===== src/mph_pkg.sv =====
// Shared constants, codes and types of the masked pixel histogram.
`timescale 1ns / 1ps
`default_nettype none

package mph_pkg;

    localparam int BIN_COUNT     = 256;
    localparam int SAMPLE_BITS   = 8;
    localparam int COUNT_BITS    = 24;
    localparam int SUM_BITS      = 32;
    localparam int INDEX_BITS    = 8;
    localparam int ALPHA_BITS    = 8;
    localparam int CFG_IDX_BITS  = 1;
    localparam int CFG_DATA_BITS = 8;

    localparam int BIN_ADDR_BITS = $clog2(BIN_COUNT);
    localparam int DIV_BITS      = (SUM_BITS > COUNT_BITS + SAMPLE_BITS) ?
                                   SUM_BITS : COUNT_BITS + SAMPLE_BITS;
    localparam int DIV_STEP_BITS = $clog2(SAMPLE_BITS + 1);

    localparam logic [COUNT_BITS-1:0]  COUNT_MAX  = '1;
    localparam logic [COUNT_BITS-1:0]  LOW_INIT   = COUNT_BITS'(255);
    localparam logic [SAMPLE_BITS-1:0] SAMPLE_MAX = '1;
    localparam logic [SUM_BITS-1:0]    SUM_MAX    = '1;

    typedef enum logic {
        OP_ACCUMULATE = 1'b0,
        OP_READ_BIN   = 1'b1
    } t_op;

    typedef enum logic {
        KIND_STATS = 1'b0,
        KIND_BIN   = 1'b1
    } t_kind;

    typedef enum logic [CFG_IDX_BITS-1:0] {
        CFG_ALPHA_ENABLED     = 1'b0,
        CFG_TRANSPARENT_LEVEL = 1'b1
    } t_cfg_idx;

    typedef enum logic [1:0] {
        ST_IDLE,
        ST_ACCESS,
        ST_MEAN_START,
        ST_MEAN_WAIT
    } t_state;

endpackage

`default_nettype wire


===== src/mph_mean_div.sv =====
// Iterative divider for the frame mean: one quotient bit per cycle, clamped result.
`timescale 1ns / 1ps
`default_nettype none

module mph_mean_div (
    input  wire logic                            i_clk,
    input  wire logic                            i_rst_n,
    input  wire logic                            i_start,
    input  wire logic [mph_pkg::SUM_BITS-1:0]    i_sum,
    input  wire logic [mph_pkg::COUNT_BITS-1:0]  i_total,
    output logic                                 o_done,
    output logic      [mph_pkg::SAMPLE_BITS-1:0] o_mean
);

    import mph_pkg::*;

    logic                     r_active;
    logic                     r_done;
    logic [DIV_STEP_BITS-1:0] r_steps;
    logic [DIV_BITS-1:0]      r_rem;
    logic [DIV_BITS-1:0]      r_dsh;
    logic [SAMPLE_BITS-1:0]   r_quot;

    logic [DIV_BITS-1:0] n_dividend;
    logic [DIV_BITS-1:0] n_limit;
    logic                n_fits;

    assign n_dividend = DIV_BITS'(i_sum);
    // The quotient fits the sample width only while the sum stays below total times 2^bits.
    assign n_limit    = DIV_BITS'(i_total) << SAMPLE_BITS;
    assign n_fits     = (n_dividend < n_limit);

    always_ff @(posedge i_clk) begin
        if (!i_rst_n) begin
            r_active <= 1'b0;
            r_done   <= 1'b0;
            r_steps  <= '0;
        end else begin
            r_done <= 1'b0;
            if (i_start) begin
                if (i_total == '0) begin
                    r_quot <= '0;
                    r_done <= 1'b1;
                end else if (!n_fits) begin
                    r_quot <= SAMPLE_MAX;
                    r_done <= 1'b1;
                end else begin
                    r_active <= 1'b1;
                    r_steps  <= DIV_STEP_BITS'(SAMPLE_BITS);
                    r_rem    <= n_dividend;
                    r_dsh    <= DIV_BITS'(i_total) << (SAMPLE_BITS - 1);
                    r_quot   <= '0;
                end
            end else if (r_active) begin
                if (r_rem >= r_dsh) begin
                    r_rem  <= r_rem - r_dsh;
                    r_quot <= {r_quot[SAMPLE_BITS-2:0], 1'b1};
                end else begin
                    r_quot <= {r_quot[SAMPLE_BITS-2:0], 1'b0};
                end
                r_dsh   <= r_dsh >> 1;
                r_steps <= r_steps - DIV_STEP_BITS'(1);
                if (r_steps == DIV_STEP_BITS'(1)) begin
                    r_active <= 1'b0;
                    r_done   <= 1'b1;
                end
            end
        end
    end

    assign o_done = r_done;
    assign o_mean = r_quot;

endmodule

`default_nettype wire


===== config.mk =====
export PLATFORM = sky130hd
export DESIGN_NAME = mph_mean_div
export DESIGN_NICKNAME = d
export VERILOG_FILES = /design/src/mph_pkg.sv /design/src/mph_mean_div.sv
export SDC_FILE = /design/constraint.sdc
export NUM_CORES = 1
export LEC_CHECK = 0
export BUFFER_PORTS_ARGS = -buffer_cell sky130_fd_sc_hd__buf_2
export CAP_MARGIN = 20
export CORE_ASPECT_RATIO = 0.9
export CORE_MARGIN = 2
export CORE_UTILIZATION = 44
export DETAILED_ROUTE_END_ITERATION = 10
export PLACE_DENSITY = 0.7
export SYNTH_ARGS = -nofsm -noshare
export SYNTH_HDL_FRONTEND = slang
export SYNTH_SLANG_ARGS = --single-unit

===== constraint.sdc =====
create_clock -name i_clk -period 9.6 [get_ports i_clk]
set_input_delay 0 -clock i_clk [delete_from_list [all_inputs] [get_ports i_clk]]
set_output_delay 0 -clock i_clk [all_outputs]
set_load 0.005 [all_outputs]

==> results.yml <==
power_and_ir_drop:
  power_frac_seq_pct: 37.2
  p_leak_nw: 3.085
  power.internal_mw: 0.7907
  pwr-share-comb_pct: 25.3
  peakVddDrop_v: 0.00008583
  p_sw_mw: 0.3084
  switching_share_pct: 28.06
  power.share.clock_pct: 37.5
  power.density_mw_per_mm2: 157.6
synthesis:
  syn_avg_cell_area_sq_um: 8.959
  ys.flop_type: "edfxtp_1"
  synth_top_family_by_area: "compound AO/OA/AOI/OAI gates"
  synthMuxAreaShare_pct: 0.9239
  synth_compound_area_share_pct: 20.69
  yosys_register_bits: 77
  ys_types: 59
  seq_area_frac_synth_pct: 38.68
  netlist_area_sq_mm: 0.005823
  syn_inst: 650
  synthArstFlopShare_pct: 0
  synth_nets: 766
  synth_warnings: 0
  synth_fa_ha_area_share_pct: 12.38
  synth-edff-count: 71
  synth-xor-area-share_pct: 3.911
  yosys.area_share.simple_pct: 15.23
routing:
  dr.pass1.iters: 5
  wl_microns: 14990
  vias: 5005
  drt_iter0_drc: 364
  drt.antenna.violating_nets: 0
  post_drt_via_cell_ratio: 5.494
  drcViolationCount: 0
  wl_per_cell_microns: 16.45
cts:
  cts_buffer_depth: 2
  cts_root_buffer: "clkbuf_16"
  cts.clk_slew.worst_paths_ns: 0.06
  cts_htree_levels: 3
  cts_setup_buffers: 0
  clk_latency_ns: 0.35
  cts_made_buffers: 9
  cts.sinks: 77
  cts_tree: "yes"
  hold_buffers: 40
  ctsResizeCount: 0
grt:
  grt_overflow: 0
  grt_pass1_wl_microns: 24450
  grt_max_degree: 124
  grt_pass1_vias: 5061
  grt_use_total_pct: 21.47
  antenna_found_initial: 0
job:
  maxCapViolations: 0
run_status:
  violations: "hold timing"
  status: "finished, violations left"
layout:
  instances_no_fill: 911
  nets: 858
  area_growth_pct: 19.77
  fill_cells: 1159
  antenna_cells: 0
  layout-drive-gt1-share_pct: 13.79
sta:
  finalHoldViolations: 1
  period_share_pct: 34.31
  worstMarginPinSlew_ns: 1.101
  setup_tns_ns: 0
  slew_viol_final: 0
  skew_ns: 0.005475
  slew_headroom_pct: 26.62
  rsz0062_at_grt: "false"
  setup_viol: 0
  finalHoldWorstSlack_ns: -0.01251
  fmax_mhz: 303.6
  post-route-min-period_ns: 3.293
worst_setup_path:
  cp_slowest_cell: "a21oi_4"
  critPathLaunch: "r_dsh[0]"
  arrival_ns: 3.34
  timing.rr.start: "r_dsh[0]"
  worstSetupEndpointType: "flop"
  critPathMaxStageDelay_ns: 0.55
  critPathMaxFanout: 19
  cp_data_required_time_ns: 9.65
  crit_family: "compound AO/OA/AOI/OAI gates"
  crit_buf_inv: 1
  critPathKind: "flop to flop"
  crit_path_cell_trace: "ha_1 > fa_1 > nor2b_1 > o2111ai_1 > a21oi_2 > o21ai_2 > a31oi_1 > nor3_1 > a2bb2oi_1 > a21oi_4 > buf_16"
  start_kind: "flop"
placement:
  gp_congestion: 0.8781
  place_hpwl_microns: 10810
  place_inst: 854
  io_buffers: 67
hold_path:
  holdCritPathClass: "input pin to flop"
  hp-start: "i_total[6]"
floorplanning:
  core_sq_mm: 0.01278
  die_x_microns: 125.3
  die_area_sq_mm: 0.01417
  die_h_microns: 113.1
  pin_count: 68
  rows: 39
  initial_core_util_pct: 45.55
==> cell usage in the layout, fill, tap and decap left out, drive strengths merged, types with 3 or more instances in the layout <==
cell         Yosys  routed
nand2           85      85
o211ai           5       5
or2              3       3
nor3            10      10
buf             14      70
o2111ai          3       3
nor4             7       7
o21ai           84      84
a31oi            5       5
o21bai           6       6
nand4           14      14
a21oi           46      46
dlygate4sd3      0      40
a311oi           3       3
ha              56      56
xor2            10      10
nand3           12      12
a21o            23      23
and3             5       5
bufinv           0       3
clkbuf          15      13
nand2b           8       8
mux2             3       3
edfxtp          71      71
o21a             6       6
xnor2           16      16
dfxtp            6       6
or3              6       6
nor2            30      30
nor2b            5       5
inv             72      72
==> through the flow <==
stage	util [%]	total power [mW]	hold WS, ns	cell area [sq um]	worst slack [ns]
finish	54.55	1.099	-0.01251	6974	6.307
global placement	48.39	0.6667	0.2848	6186	6.189
CTS	54.34	1.098	0.001437	6947	6.060
detailed placement	48.39	0.6742	0.2955	6186	6.072
global route	54.55	1.150	0.005911	6974	6.125
floorplan	-	0.6113	0.1786	5823	5.635
==> cells by family (layout without fill, tap and decap cells) <==
kind of cell | after synthesis | count (layout)
simple gates | 190 | 190
fa+ha+maj | 57 | 57
xor+xnor | 26 | 26
compound gates | 194 | 194
flops | 77 | 77
buf+inv | 101 | 198
mux | 5 | 5
==> synth_stat cells (all sizes together), types with 2 or more instances <==
cell type / n / area share (%)
o211ai: 5 / 0.82
nor2b: 5 / 0.54
nor2: 30 / 1.9
a2bb2oi: 2 / 0.30
edfxtp: 71 / 37
o21a: 6 / 0.77
inv: 72 / 4.6
or3: 6 / 0.64
or2: 3 / 0.32
nand3: 12 / 1.1
nand4: 14 / 1.5
buf: 14 / 2.2
o21bai: 6 / 0.97
nand2: 85 / 5.5
nor3: 10 / 0.86
a211oi: 2 / 0.26
o21ai: 84 / 7.4
mux2: 3 / 0.58
a21oi: 46 / 4.2
a2111oi: 2 / 0.41
nand2b: 8 / 0.86
clkbuf: 15 / 1.3
nor4: 7 / 0.75
a311oi: 3 / 0.45
dfxtp: 6 / 2.1
nor4b: 2 / 0.30
a31oi: 5 / 0.54
xnor2: 16 / 2.4
xor2: 10 / 1.5
o2111ai: 3 / 0.45
mux2i: 2 / 0.34
and3: 5 / 0.54
a21o: 23 / 3.0
ha: 56 / 12
==> area by class of cell <==
cell class	instances	area [sq um]	area share [%]
clock buffers	13	270.3	3.875
clock inverters	3	90.09	1.292
inverters	72	270.3	3.875
multi-input cells	472	3105	44.53
flip-flops and latches	77	2252	32.29
well taps	164	205.2	2.942
repair buffers	110	780.7	11.19
==> worst reg2reg max path, stage by stage (launching register included) <==
cell       delay [ns]
edfxtp_1         0.37
ha_1             0.22
fa_1             0.41
nor2b_1          0.17
o2111ai_1        0.16
a21oi_2          0.28
o21ai_2          0.13
a31oi_1          0.19
nor3_1           0.08
a2bb2oi_1        0.20
a21oi_4          0.55
buf_16           0.24
==> registers in the layout, indices dropped and copies added (netlist names) <==
name / count
r_rem: 32
r_dsh: 31
r_steps: 4
o_done: 1
o_mean: 8
r_active: 1
==> routing by layer <==
| layer | global-route usage, % | wire, microns |
|---|---|---|
| met2 | 34.64 | 6935 |
| met3 | 2.695 | 619 |
| met5 | 0 | 0 |
| met1 | 29.17 | 6994 |
| met4 | 9.556 | 437 |
==> final timing paths <==
path,depth (start not counted),endpoint,slack [ns]
worst max-delay path,11,r_rem[12],6.31
worst min-delay path,3,r_dsh[13],-0.01
worst min register to register,2,r_steps[0],0.54
worst max register to register,11,r_rem[12],6.31
==> power by group through the flow <==
stage / clock network (mW) / registers, mW / logic [mW]
5_1_grt: 0.429 / 0.411 / 0.310
6_report: 0.412 / 0.409 / 0.278
3_5_place_dp: 0 / 0.416 / 0.258
3_3_place_gp: 0 / 0.415 / 0.252
4_1_cts: 0.416 / 0.409 / 0.273
2_1_floorplan: 0 / 0.414 / 0.197
No activity file was read; power rests on OpenSTA's default activity.
